File: src/design/hcfr_pkg.sv
// Shared types, constants and the CRC-8 step for the HDLC CRC-8 frame receiver.
package hcfr_pkg;

  // Line coding
  localparam logic [7:0] FlagByte = 8'h7E;
  localparam logic [7:0] EscByte  = 8'h7D;
  localparam logic [7:0] EscXor   = 8'h20;

  // CRC-8, MSB first, init 0, no final XOR
  localparam logic [7:0] CrcPoly  = 8'h2F;

  // Frame layout, in un-stuffed byte positions
  localparam logic [9:0] MinFrame     = 10'd8;
  localparam logic [9:0] PayloadStart = 10'd7;
  localparam logic [9:0] ProfileStart = 10'd5;
  localparam logic [9:0] FlagsStart   = 10'd1;
  localparam logic [9:0] CountMax     = 10'd1023;

  // Header values of a valid frame
  localparam logic [7:0]  VersionOne = 8'd1;
  localparam logic [15:0] ProfileMin = 16'd1;
  localparam logic [15:0] ProfileMax = 16'd3;

  // Request type codes
  localparam logic [1:0] ReqRead      = 2'd0;
  localparam logic [1:0] ReqWrite     = 2'd1;
  localparam logic [1:0] ReqWriteRead = 2'd2;

  // Reset value of the payload limit register
  localparam logic [8:0] LimitReset = 9'd256;

  typedef struct packed {
    logic [7:0] rx_byte;
  } rx_item_t;

  typedef logic [8:0] limit_t;

  typedef struct packed {
    logic       write_enable;
    logic [7:0] write_index;
    logic [7:0] write_data;
    logic       frame_done;
    logic       frame_ok;
    logic [1:0] frame_profile;
    logic [1:0] req_kind;
    logic       notify_flag;
    logic [8:0] pay_len;
  } result_t;

  // One byte through the CRC-8, MSB first
  function automatic logic [7:0] crc8_update(input logic [7:0] crc, input logic [7:0] d);
    logic [7:0] c;
    c = crc ^ d;
    for (int k = 0; k < 8; k++) begin
      if (c[7]) begin
        c = (c << 1) ^ CrcPoly;
      end else begin
        c = c << 1;
      end
    end
    return c;
  endfunction

endpackage

File: src/design/hcfr_stream_if.sv
// Valid/ready channel carrying one payload of a given type.
interface hcfr_stream_if #(
  parameter type T_t = logic
);
  logic valid;
  logic ready;
  T_t   data;

  modport source (output valid, output data, input ready);
  modport sink   (input valid, input data, output ready);
endinterface

File: src/design/hcfr_frame_core.sv
// Frame state and per-byte un-stuffing, header capture, CRC and frame check.
module hcfr_frame_core #(
  parameter int PAYLOAD_CAPACITY = 256
) (
  input  logic             clk_i,
  input  logic             rst_ni,
  input  logic             step_i,
  input  logic [7:0]       byte_i,
  input  hcfr_pkg::limit_t limit_i,
  output hcfr_pkg::result_t res_o
);
  import hcfr_pkg::*;

  // Capacity clamped to what the 9-bit limit can reach
  localparam logic [8:0] LimitCap = (PAYLOAD_CAPACITY > 511) ? 9'd511 : 9'(PAYLOAD_CAPACITY);

  logic        esc_q, esc_d;
  logic        drop_q, drop_d;
  logic [9:0]  count_q, count_d;
  logic [7:0]  version_q, version_d;
  logic [31:0] flag_q, flag_d;
  logic [15:0] prof_q, prof_d;
  logic [7:0]  crc_q, crc_d;
  logic [7:0]  held_q, held_d;

  logic [8:0]  lim_eff;
  logic [7:0]  d;
  logic [9:0]  pos;
  logic [1:0]  flag_idx;
  logic        good;
  logic [8:0]  plen;

  assign lim_eff  = (limit_i > LimitCap) ? LimitCap : limit_i;
  assign d        = esc_q ? (byte_i ^ EscXor) : byte_i;
  assign pos      = count_q - PayloadStart;
  assign flag_idx = count_q[1:0] - 2'd1;
  assign plen     = 9'(count_q - MinFrame);

  // Frame check on the state left by the previous bytes
  assign good = !drop_q && !esc_q && (version_q == VersionOne) && flag_q[1] &&
                (flag_q[31:3] == '0) && (prof_q >= ProfileMin) &&
                (prof_q <= ProfileMax) && (count_q >= MinFrame) && (crc_q == '0);

  // Next state and result of the byte at the input register
  always_comb begin
    esc_d     = esc_q;
    drop_d    = drop_q;
    count_d   = count_q;
    version_d = version_q;
    flag_d    = flag_q;
    prof_d    = prof_q;
    crc_d     = crc_q;
    held_d    = held_q;
    res_o     = '0;

    priority if (byte_i == FlagByte) begin
      res_o.frame_done = 1'b1;
      if (good) begin
        res_o.frame_ok      = 1'b1;
        res_o.frame_profile = prof_q[1:0];
        res_o.pay_len       = plen;
        res_o.notify_flag   = flag_q[2];
        if (flag_q[0]) begin
          res_o.req_kind = (plen != '0) ? ReqWriteRead : ReqRead;
        end else begin
          res_o.req_kind = ReqWrite;
        end
      end
      esc_d     = 1'b0;
      drop_d    = 1'b0;
      count_d   = '0;
      version_d = '0;
      flag_d    = '0;
      prof_d    = '0;
      crc_d     = '0;
      held_d    = '0;
    end else if (drop_q) begin
      esc_d = 1'b0;
    end else if (byte_i == EscByte) begin
      if (esc_q) begin
        drop_d = 1'b1;
        esc_d  = 1'b0;
      end else begin
        esc_d = 1'b1;
      end
    end else begin
      esc_d = 1'b0;
      priority if (count_q >= PayloadStart) begin
        if (pos > {1'b0, lim_eff}) begin
          drop_d = 1'b1;
        end else begin
          // commit the previous byte; the newest may be the checksum
          if (pos != '0) begin
            res_o.write_enable = 1'b1;
            res_o.write_index  = 8'(pos - 10'd1);
            res_o.write_data   = held_q;
          end
          held_d = d;
        end
      end else if (count_q >= ProfileStart) begin
        if (count_q == ProfileStart) begin
          prof_d[7:0] = prof_q[7:0] | d;
        end else begin
          prof_d[15:8] = prof_q[15:8] | d;
        end
      end else if (count_q >= FlagsStart) begin
        flag_d[8*flag_idx +: 8] = flag_q[8*flag_idx +: 8] | d;
      end else begin
        version_d = d;
      end
      if (!drop_d) begin
        if (count_q < CountMax) begin
          count_d = count_q + 10'd1;
        end
        crc_d = crc8_update(crc_q, d);
      end
    end
  end

  // Control state
  always_ff @(posedge clk_i or negedge rst_ni) begin
    if (!rst_ni) begin
      esc_q   <= 1'b0;
      drop_q  <= 1'b0;
      count_q <= '0;
    end else if (step_i) begin
      esc_q   <= esc_d;
      drop_q  <= drop_d;
      count_q <= count_d;
    end
  end

  // Header, CRC and held byte; cleared by reset since an empty frame reads them
  always_ff @(posedge clk_i or negedge rst_ni) begin
    if (!rst_ni) begin
      version_q <= '0;
      flag_q    <= '0;
      prof_q    <= '0;
      crc_q     <= '0;
      held_q    <= '0;
    end else if (step_i) begin
      version_q <= version_d;
      flag_q    <= flag_d;
      prof_q    <= prof_d;
      crc_q     <= crc_d;
      held_q    <= held_d;
    end
  end

  a_ok_needs_done: assert property (@(posedge clk_i) disable iff (!rst_ni)
    res_o.frame_ok |-> res_o.frame_done)
    else $error("frame_ok without frame_done");

  a_no_write_on_flag: assert property (@(posedge clk_i) disable iff (!rst_ni)
    res_o.write_enable |-> !res_o.frame_done)
    else $error("payload write on a flag byte");

  a_flag_clears: assert property (@(posedge clk_i) disable iff (!rst_ni)
    (step_i && byte_i == FlagByte) |=> (count_q == '0) && !drop_q && !esc_q && (crc_q == '0))
    else $error("frame state not cleared after flag");

  a_drop_no_escape: assert property (@(posedge clk_i) disable iff (!rst_ni)
    drop_q |-> !esc_q)
    else $error("escape pending in a dropped frame");

  a_hold_when_idle: assert property (@(posedge clk_i) disable iff (!rst_ni)
    !step_i |=> $stable(count_q) && $stable(crc_q) && $stable(held_q))
    else $error("frame state moved without a step");

endmodule

File: src/design/hdlc_crc8_frame_receiver.sv
// Top level: input register, frame core, result register and limit register.
//
// Usage:
//   rx_i  (sink)  : one raw line byte per transaction, field rx_byte.
//   res_o (source): one result per accepted byte: payload write strobe,
//                   index and data, and on a flag byte the frame verdict
//                   with profile, request type, notify bit and length.
//   cfg_i (sink)  : writes payload_limit (9 bits); always ready. Write it
//                   only while no byte is in flight.
// Path: a byte accepted on rx_i is registered in the input register,
//   processed by the frame core and held in the result register for res_o.
// Throughput: one byte per cycle while res_o is taken; the frame state
//   update for a byte fits between the input and result registers.
// Stall: when res_o is not taken, the result register holds and the byte
//   in the input register waits; rx_i drops ready once both are full.
// Reset: all frame state clears, payload_limit returns to 256, both
//   registers empty.
module hdlc_crc8_frame_receiver #(
  parameter int PAYLOAD_CAPACITY = 256
) (
  input logic clk_i,
  input logic rst_ni,
  hcfr_stream_if.sink   rx_i,
  hcfr_stream_if.sink   cfg_i,
  hcfr_stream_if.source res_o
);
  import hcfr_pkg::*;

  logic       in_vld_q;
  logic [7:0] in_byte_q;
  logic       out_vld_q;
  result_t    res_q;
  result_t    res_d;
  limit_t     limit_q;
  logic       out_load;
  logic       step;

  assign out_load   = !out_vld_q || res_o.ready;
  assign step       = in_vld_q && out_load;
  assign rx_i.ready = !in_vld_q || step;
  assign cfg_i.ready = 1'b1;

  // Limit register
  always_ff @(posedge clk_i or negedge rst_ni) begin
    if (!rst_ni) begin
      limit_q <= LimitReset;
    end else if (cfg_i.valid) begin
      limit_q <= cfg_i.data;
    end
  end

  // Input register
  always_ff @(posedge clk_i or negedge rst_ni) begin
    if (!rst_ni) begin
      in_vld_q <= 1'b0;
    end else if (rx_i.ready) begin
      in_vld_q <= rx_i.valid;
    end
  end

  always_ff @(posedge clk_i) begin
    if (rx_i.valid && rx_i.ready) begin
      in_byte_q <= rx_i.data.rx_byte;
    end
  end

  hcfr_frame_core #(
    .PAYLOAD_CAPACITY(PAYLOAD_CAPACITY)
  ) u_core (
    .clk_i  (clk_i),
    .rst_ni (rst_ni),
    .step_i (step),
    .byte_i (in_byte_q),
    .limit_i(limit_q),
    .res_o  (res_d)
  );

  // Result register
  always_ff @(posedge clk_i or negedge rst_ni) begin
    if (!rst_ni) begin
      out_vld_q <= 1'b0;
    end else if (out_load) begin
      out_vld_q <= in_vld_q;
    end
  end

  always_ff @(posedge clk_i) begin
    if (step) begin
      res_q <= res_d;
    end
  end

  assign res_o.valid = out_vld_q;
  assign res_o.data  = res_q;

endmodule

File: src/flat_wrapper.sv
// flat-port wrapper written by rule: the top's interface ports become plain ports
module hdlc_crc8_frame_receiver_flat import hcfr_pkg::*;
#(
  parameter int PAYLOAD_CAPACITY = 256
)
  (clk_i, rst_ni, rx_i_valid, rx_i_data, rx_i_ready, cfg_i_valid, cfg_i_data, cfg_i_ready, res_o_valid, res_o_data, res_o_ready);
  hcfr_stream_if #(.T_t(rx_item_t)) rx_i_i ();
  hcfr_stream_if #(.T_t(limit_t)) cfg_i_i ();
  hcfr_stream_if #(.T_t(result_t)) res_o_i ();
  input logic clk_i;
  input logic rst_ni;
  input wire logic [$bits(rx_i_i.valid)-1:0] rx_i_valid;
  input wire logic [$bits(rx_i_i.data)-1:0] rx_i_data;
  output wire logic [$bits(rx_i_i.ready)-1:0] rx_i_ready;
  input wire logic [$bits(cfg_i_i.valid)-1:0] cfg_i_valid;
  input wire logic [$bits(cfg_i_i.data)-1:0] cfg_i_data;
  output wire logic [$bits(cfg_i_i.ready)-1:0] cfg_i_ready;
  output wire logic [$bits(res_o_i.valid)-1:0] res_o_valid;
  output wire logic [$bits(res_o_i.data)-1:0] res_o_data;
  input wire logic [$bits(res_o_i.ready)-1:0] res_o_ready;
  assign rx_i_i.valid = rx_i_valid;
  assign rx_i_i.data = rx_i_data;
  assign rx_i_ready = rx_i_i.ready;
  assign cfg_i_i.valid = cfg_i_valid;
  assign cfg_i_i.data = cfg_i_data;
  assign cfg_i_ready = cfg_i_i.ready;
  assign res_o_valid = res_o_i.valid;
  assign res_o_data = res_o_i.data;
  assign res_o_i.ready = res_o_ready;
  hdlc_crc8_frame_receiver #(.PAYLOAD_CAPACITY(PAYLOAD_CAPACITY)) u_core (.clk_i(clk_i), .rst_ni(rst_ni), .rx_i(rx_i_i), .cfg_i(cfg_i_i), .res_o(res_o_i));
endmodule
File: config.mk
export PLATFORM = sky130hd
export DESIGN_NAME = hdlc_crc8_frame_receiver_flat
export DESIGN_NICKNAME = d
export VERILOG_FILES = /design/src/design/hcfr_pkg.sv /design/src/design/hcfr_stream_if.sv /design/src/design/hcfr_frame_core.sv /design/src/design/hdlc_crc8_frame_receiver.sv /design/src/flat_wrapper.sv
export SDC_FILE = /design/constraint.sdc
export NUM_CORES = 1
export LEC_CHECK = 0
export BUFFER_PORTS_ARGS = -buffer_cell sky130_fd_sc_hd__buf_2
export CAP_MARGIN = 20
export CORE_MARGIN = 4
export CORE_UTILIZATION = 60
export CTS_CLUSTER_SIZE = 12
export DETAILED_ROUTE_END_ITERATION = 10
export GPL_TIMING_DRIVEN = 0
export HOLD_SLACK_MARGIN = 0.02
export PLACE_DENSITY = 0.8
export SYNTH_ARGS = -nofsm -noshare
export SYNTH_HDL_FRONTEND = slang
export SYNTH_HIERARCHICAL = 1
export SYNTH_SLANG_ARGS = --single-unit
File: constraint.sdc
create_clock -name clk_i -period 3.9 [get_ports clk_i]
set_input_delay 0.975 -clock clk_i [delete_from_list [all_inputs] [get_ports clk_i]]
set_output_delay 0.975 -clock clk_i [all_outputs]
set_load 0.1 [all_outputs]
======== After elaboration in Yosys (flattened, before gate mapping) ========
Index checks and enable logic that the tools add are counted.
Widths: inputs -> output; s select.
word-level totals
  flip-flop bits (word level) ............. 136
  input port bits ......................... 22
  word-level logic and storage cells ...... 194
  output and inout bits ................... 36
operators by class
  $lt $le $gt $ge ......................... 9
  add/subtract/negate cells ............... 6
  multiplexer cells ....................... 90
  bitwise operators ....................... 15
  equality and inequality tests ........... 12
  reduce and logical (&&, ||, !) cells .... 36
  shift operators ......................... 3
operators by type and width
  cell                     count
  $mux 8                   45
  $mux 32                  6
  $mux 16                  6
  $mux 6                   9
  $mux 10                  5
  $not 5->5                8
  $neg 5->34               1
  $shift 8x34->32 const A  1
  $shiftx 8x34->32         1
  $bwmux 32                1
  $shiftx 32x6->8          1
  $logic_not 29->1         1
  $or 8x8->8               3
  $reduce_and 6->1         4
  $ge 10x3->1 const B      2
  $mux 17                  1
  $eq 8x7->1 const B       2
  $ge 16x1->1 const B      1
  $le 16x2->1 const B      1
  $mux 15                  1
  $ne 2x2->1 const B       7
  $mux 1                   13
  $add 10x1->10 const B    1
  $eq 10x3->1 const B      1
  28 further kinds         49

======== Logic depth before layout (Yosys ltp) ========
  word-level depth ........................ 54
  depth in mapped cells ................... 14
  gate-level depth less buffers ........... 12

======== By module ========
The synthesis kept the hierarchy.
modules (own cells, without submodules)
  module                    cells an instance  seq. area each (um^2)  area each (um^2)  times used
  hcfr_frame_core           568                2102.0                 5516.5            1
  hdlc_crc8_frame_receiver  70                 1507.7                 1704.1            1

======== Least setup slack after synthesis ========
Ideal clock, no wire load.
  path kind ............................... input to register
  start point ............................. input port res_o_ready
  end point ............................... register u_core.u_core.count_q[2]
  stages .................................. 7
  setup time .............................. 125 ps
  setup slack ............................. 406 ps
  arrival time ............................ 3369 ps
  cells stage by stage .................... nand2b_1 and2_1 nor2b_1 a32o_1 a21boi_4 buf_6 mux2_2
on the way
  word-level cells in the longest chain between the ends .. 3
ends and longest elaborated chain
  what                               RTL line                        text
  from (decl)                        flat_wrapper.sv:20              input wire logic [$bits(res_o_i.ready)-1:0] res_o_ready;
  $logic_or 1x1->1                   hdlc_crc8_frame_receiver.sv:38  assign out_load = !out_vld_q || res_o.ready;
  $logic_and 1x1->1                  hdlc_crc8_frame_receiver.sv:39  assign step = in_vld_q && out_load;
  named net u_core.step              hdlc_crc8_frame_receiver.sv:36  logic step;
  $reduce_and 5->1 (no source line)  --
  to (signal assigned)               hcfr_frame_core.sv:129          count_q <= count_d;
  to (decl)                          hcfr_frame_core.sv:19           logic [9:0] count_q, count_d;
The timed path passes the listed nets, and every way through them passes these cells.
A chain may end at the register's enable or synchronous reset.

======== Worst setup path in the final report ========
  start point ............................. register u_core.u_core.count_q[0]
  end point ............................... register u_core.u_core.count_q[2]
on the way
  word-level cells in the longest chain between the ends .. 9
  elaborated cells on any way between the ends .. 18
ends and longest elaborated chain
  what                               RTL line               text
  $sub 10x3->10                      hcfr_frame_core.sv:35  assign pos = count_q - PayloadStart;
  $gt 10x9->1                        hcfr_frame_core.sv:89  if (pos > {1'b0, lim_eff}) begin
  $mux 1                             hcfr_frame_core.sv:89
  $mux 1                             hcfr_frame_core.sv:88  priority if (count_q >= PayloadStart) begin
  $mux 1                             hcfr_frame_core.sv:79  end else if (byte_i == EscByte) begin
  $mux 1                             hcfr_frame_core.sv:77  end else if (drop_q) begin
  $mux 1                             hcfr_frame_core.sv:56  priority if (byte_i == FlagByte) begin
  $ne 2x2->1 (no source line)        --
  $reduce_and 5->1 (no source line)  --
Parallel ways exist; a longest one is shown, timed or not. The select of a mux whose other input is x is not followed.

==> key figures <==
Setup path
  • Required @ worst endpoint: 4.20 ns
  • Max incr delay on CP: 0.49 ns
  • Crit end category: flop
  • Crit-path max FO: 10
  • Worst Path Arrival: 4.06 ns
  • RR Endpoint: u_core/u_core/count_q[2]$_DFFE_PN0P_
  • Reg2reg setup slack: 0.15 ns
  • Crit start category: flop
  • WS Path Type: flop to flop
  • Worst-path cell with the longest stage delay: dfrtp_1
  • Worst reg2reg startpoint: u_core/u_core/count_q[0]$_DFFE_PN0P_
  • Reg2Reg Depth: 12
  • Crit-path cells: clkbuf_4 > clkbuf_4 > inv_1 > ha_1 > ha_1 > nor2b_1 > o21bai_1 > nand4_1 > a21o_2 > a21boi_4 > buf_6 > mux2_2

Logic synthesis
  • Post-synthesis simple-gate area fraction: 15.51%
  • Async S/R FF share, synth: 69.85%
  • Share of the synthesized area in the top cell type: 32.58%
  • Synth Area in XOR/XNOR: 6.758%
  • Mux share of post-synthesis cell area: 7.451%
  • Sequential share of the synthesized area: 49.99%
  • Syn Nets: 678
  • Syn avg cell area: 11.32 sq um
  • Synth top area cells: dfrtp_1 (33%), edfxtp_1 (17%), nor2_1 (3.2%)
  • Cells after Synth: 638
  • Post-synthesis cell type count: 73
  • Mapped Area: 7221 sq um
  • Largest family of logic cells by synthesized area: simple AND/OR/NAND/NOR gates
  • Ys flop type: dfrtp_1
  • Post-synth EDFFs: 41
  • Post-synth top area cell: dfrtp_1
  • Synth Register Bits: 136
  • Post-Synth Adder-Cell Area: 3.119%
  • Synth warn: 6
  • Synth Area in Compound Gates: 12.84%

Global routing
  • GRT Resource Usage Total: 27.06%
  • GR Overflow Total: 0
  • Initial antenna violation count: 0
  • Vias in the first global route: 5679
  • First-pass GRT wire length: 29.72 mm
  • Largest net degree at the start of global routing: 57

Detailed routing
  • Initial DRC count: 614
  • Avg Vias per Cell: 6.551
  • M1 WL: 7.467 mm
  • Via count: 5745
  • Initial DRT Pass Iterations: 5
  • # DRC: 0
  • Antenna Nets Post-Route: 0
  • Top layer in use: met4
  • Met3 WL: 1.931 mm
  • Post-Route WL: 18.55 mm
  • Met2 routed wirelength: 8.563 mm
  • Wire per inst: 21.15 um

Placement
  • Dpl cells: 837
  • Placement Setup Slack: 0.05083 ns
  • Port Buf Inserts: 55
  • DP HPWL: 12.45 mm
  • RD Place Congestion: 0.9570

Final layout
  • Fillers: 798
  • Layout Cells excl Fill: 877
  • # nets final: 761
  • Layout cells sized above 1: 25.75%
  • Layout area overhead: 16.31%
  • Final core utilization: 72.31%
  • N_diodes: 0

Die
  • Die height: 117.7 um
  • Initial Utilization: 62.17%
  • Die width: 117.7 um
  • Core area: 11610 sq um
  • Die area: 13850 sq um
  • Cell Rows: 39
  • IO Count: 58

STA
  • Clock Skew: 0.008750 ns
  • RSZ-0062 raised after global routing: false
  • Min cycle time layout: 3.755 ns
  • Post-route setup slack: 0.1450 ns
  • Slew Limit Headroom: 36.79%
  • Max-slew violations: 0
  • Fin crit share: 96.28%
  • Final setup fails: 0
  • Actual slew at the worst max-slew pin: 0.9450 ns
  • Max Freq: 266.3 MHz
  • Hold Slack: 0.4939 ns
  • Final hold vios: 0

Clocking
  • Clk_lat worst skew: 0.42 ns
  • Sink Count: 136
  • Max Buffers Root-to-Sink: 2
  • Clock Tree Root: clkbuf_16
  • Hold Buf Count CTS: 0
  • Reg clk slew, reported paths: 0.05 ns
  • H-tree level count: 4
  • TritonCTS clock tree: yes
  • Num CTS Buffers: 17

Worst hold path
  • Hold Path Class: flop to flop
  • Hold EP: u_core/u_core/version_q[4]$_DFFE_PN0P_
  • Hold Startpoint: u_core/u_core/version_q[4]$_DFFE_PN0P_
  • WHS Path Cells: 2

Pwr
  • Leakage: 3.746 nW
  • Power per cell area: 886.6 nW/um^2
  • Maximum vdd drop: 1115 uV

Run status
  • Status: complete, no violations

Job
  • # Max-Cap Violations: 0
cells by family (layout without fill, tap and decap cells):
family	count (synthesis)	count (layout)
AOI/OAI and AO/OA	133	133
xor gates and xnor gates	45	45
adders and majority gates	18	18
buffers and inverters	54	150
DFF	136	136
muxes	37	37
other	1	1
and+or+nand+nor	214	214
final cells by class:
type	count	area (sq um)	share of cell area, %
inverter	17	63.81	0.7598
tap	143	178.9	2.131
sequential	136	3610	42.98
clock inverter	15	183.9	2.190
timing repair buffer	64	365.4	4.350
clock buffer	17	425.4	5.066
multi-input combinational	448	3321	39.54
buffer	37	250.2	2.980
worst max-delay path by stage:
stage | startpoint | end | slack [ns]
4_1_cts | u_core/u_core/count_q[0]$_DFFE_PN0P_ | u_core/u_core/held_q[0]$_DFFE_PN0P_ | 0.02
6_report | u_core/u_core/count_q[0]$_DFFE_PN0P_ | u_core/u_core/count_q[2]$_DFFE_PN0P_ | 0.15
2_1_floorplan | res_o_ready | u_core/u_core/count_q[2]$_DFFE_PN0P_ | 0.41
5_1_grt | u_core/u_core/count_q[3]$_DFFE_PN0P_ | u_core/u_core/count_q[2]$_DFFE_PN0P_ | 0.008
3_3_place_gp | res_o_ready | u_core/u_core/count_q[3]$_DFFE_PN0P_ | -0.27
3_5_place_dp | u_core/u_core/count_q[0]$_DFFE_PN0P_ | u_core/u_core/held_q[0]$_DFFE_PN0P_ | 0.05
placed cells by master (no fill, tap or decap), types with 9 or more instances in the layout:
cell type,instances
buf_6,11
a22o_1,9
ha_1,17
or2_2,9
nand3_1,9
o21ai_0,40
inv_1,15
nand4_1,12
buf_4,10
a21oi_1,24
mux2_4,9
dfrtp_1,94
nor4_1,14
edfxtp_1,41
buf_2,68
o41ai_1,24
xor2_1,12
clkbuf_16,17
nor2_1,61
mux2_2,18
xnor2_1,25
nand2_1,41
and2_1,23
where the power goes:
part / leakage [nW] / internal (mW) / switching (mW)
combinational: 1.80 / 1.49 / 2.36
sequential: 1.66 / 1.77 / 0.166
clock: 0.286 / 1.06 / 0.602
synthesized netlist by cell type, types with 2 or more instances:
| master | count |
|---|---|
| dfrtp_1 | 94 |
| nor2_1 | 61 |
| edfxtp_1 | 41 |
| nand2_1 | 41 |
| o21ai_0 | 40 |
| a21oi_1 | 25 |
| xnor2_1 | 25 |
| and2_1 | 24 |
| o41ai_1 | 24 |
| ha_1 | 18 |
| mux2_2 | 18 |
| buf_2 | 16 |
| inv_1 | 15 |
| nor4_1 | 14 |
| nand4_1 | 12 |
| xor2_1 | 12 |
| buf_6 | 11 |
| a22o_1 | 9 |
| mux2_4 | 9 |
| nand3_1 | 9 |
| nor3_1 | 9 |
| or2_2 | 9 |
| mux4_2 | 8 |
| clkbuf_1 | 7 |
| nand2b_1 | 5 |
| nor2b_1 | 5 |
| nor4b_1 | 5 |
| o211ai_1 | 5 |
| a31oi_1 | 4 |
| o22ai_1 | 4 |
| and3_1 | 3 |
| nor2_2 | 3 |
| xnor2_2 | 3 |
| xnor3_1 | 3 |
| a21o_1 | 2 |
| a21oi_2 | 2 |
| a32o_1 | 2 |
| buf_1 | 2 |
| mux2i_1 | 2 |
| nand3_2 | 2 |
| nand4b_1 | 2 |
| o2111ai_1 | 2 |
per-stage QoR:
stage,setup TNS [ns],power [mW],cell area [sq um]
after detailed placement,0,5.560,7706
after floorplan,0,4.829,7221
final,0,7.446,8398
after global placement,-4.555,5.439,7675
after global routing,0,7.822,8398
after CTS,0,7.246,8315
sequential cells by signal, summed over array words and instances, names as in the netlist:
register	flops
u_core/u_core/crc_q	8
u_core/u_core/version_q	8
u_core/limit_q	9
u_core/u_core/count_q	10
u_core/u_core/held_q	8
u_core/in_byte_q	8
u_core/u_core/prof_q	16
u_core/u_core/flag_q	32
u_core/in_vld_q	1
u_core/u_core/drop_q	1
u_core/u_core/esc_q	1
u_core/res_o.data	33
u_core/res_o.valid	1
what timing repair did:
action | in CTS | in global routing
buffers inserted | 0 | 8
resized for setup | 0 | 6
endpoints found under the hold margin | 0 | 0
endpoints found under the setup margin | 0 | 35
routing by layer:
layer	vias to the layer above	global-route usage, %
met1	2818	35.67
met5	-	0
met3	74	7.929
met2	357	42.01
met4	0	11.50
li1	2496	-
critical path, delay by kind of cell, from the launching register on:
kind	cells	cell delay [ns]
flops	1	0.49
simple gates	2	0.28
compound gates	3	0.72
buf+inv	4	0.95
fa+ha+maj	2	0.83
mux	1	0.34
(Power assumes the default switching activity.)
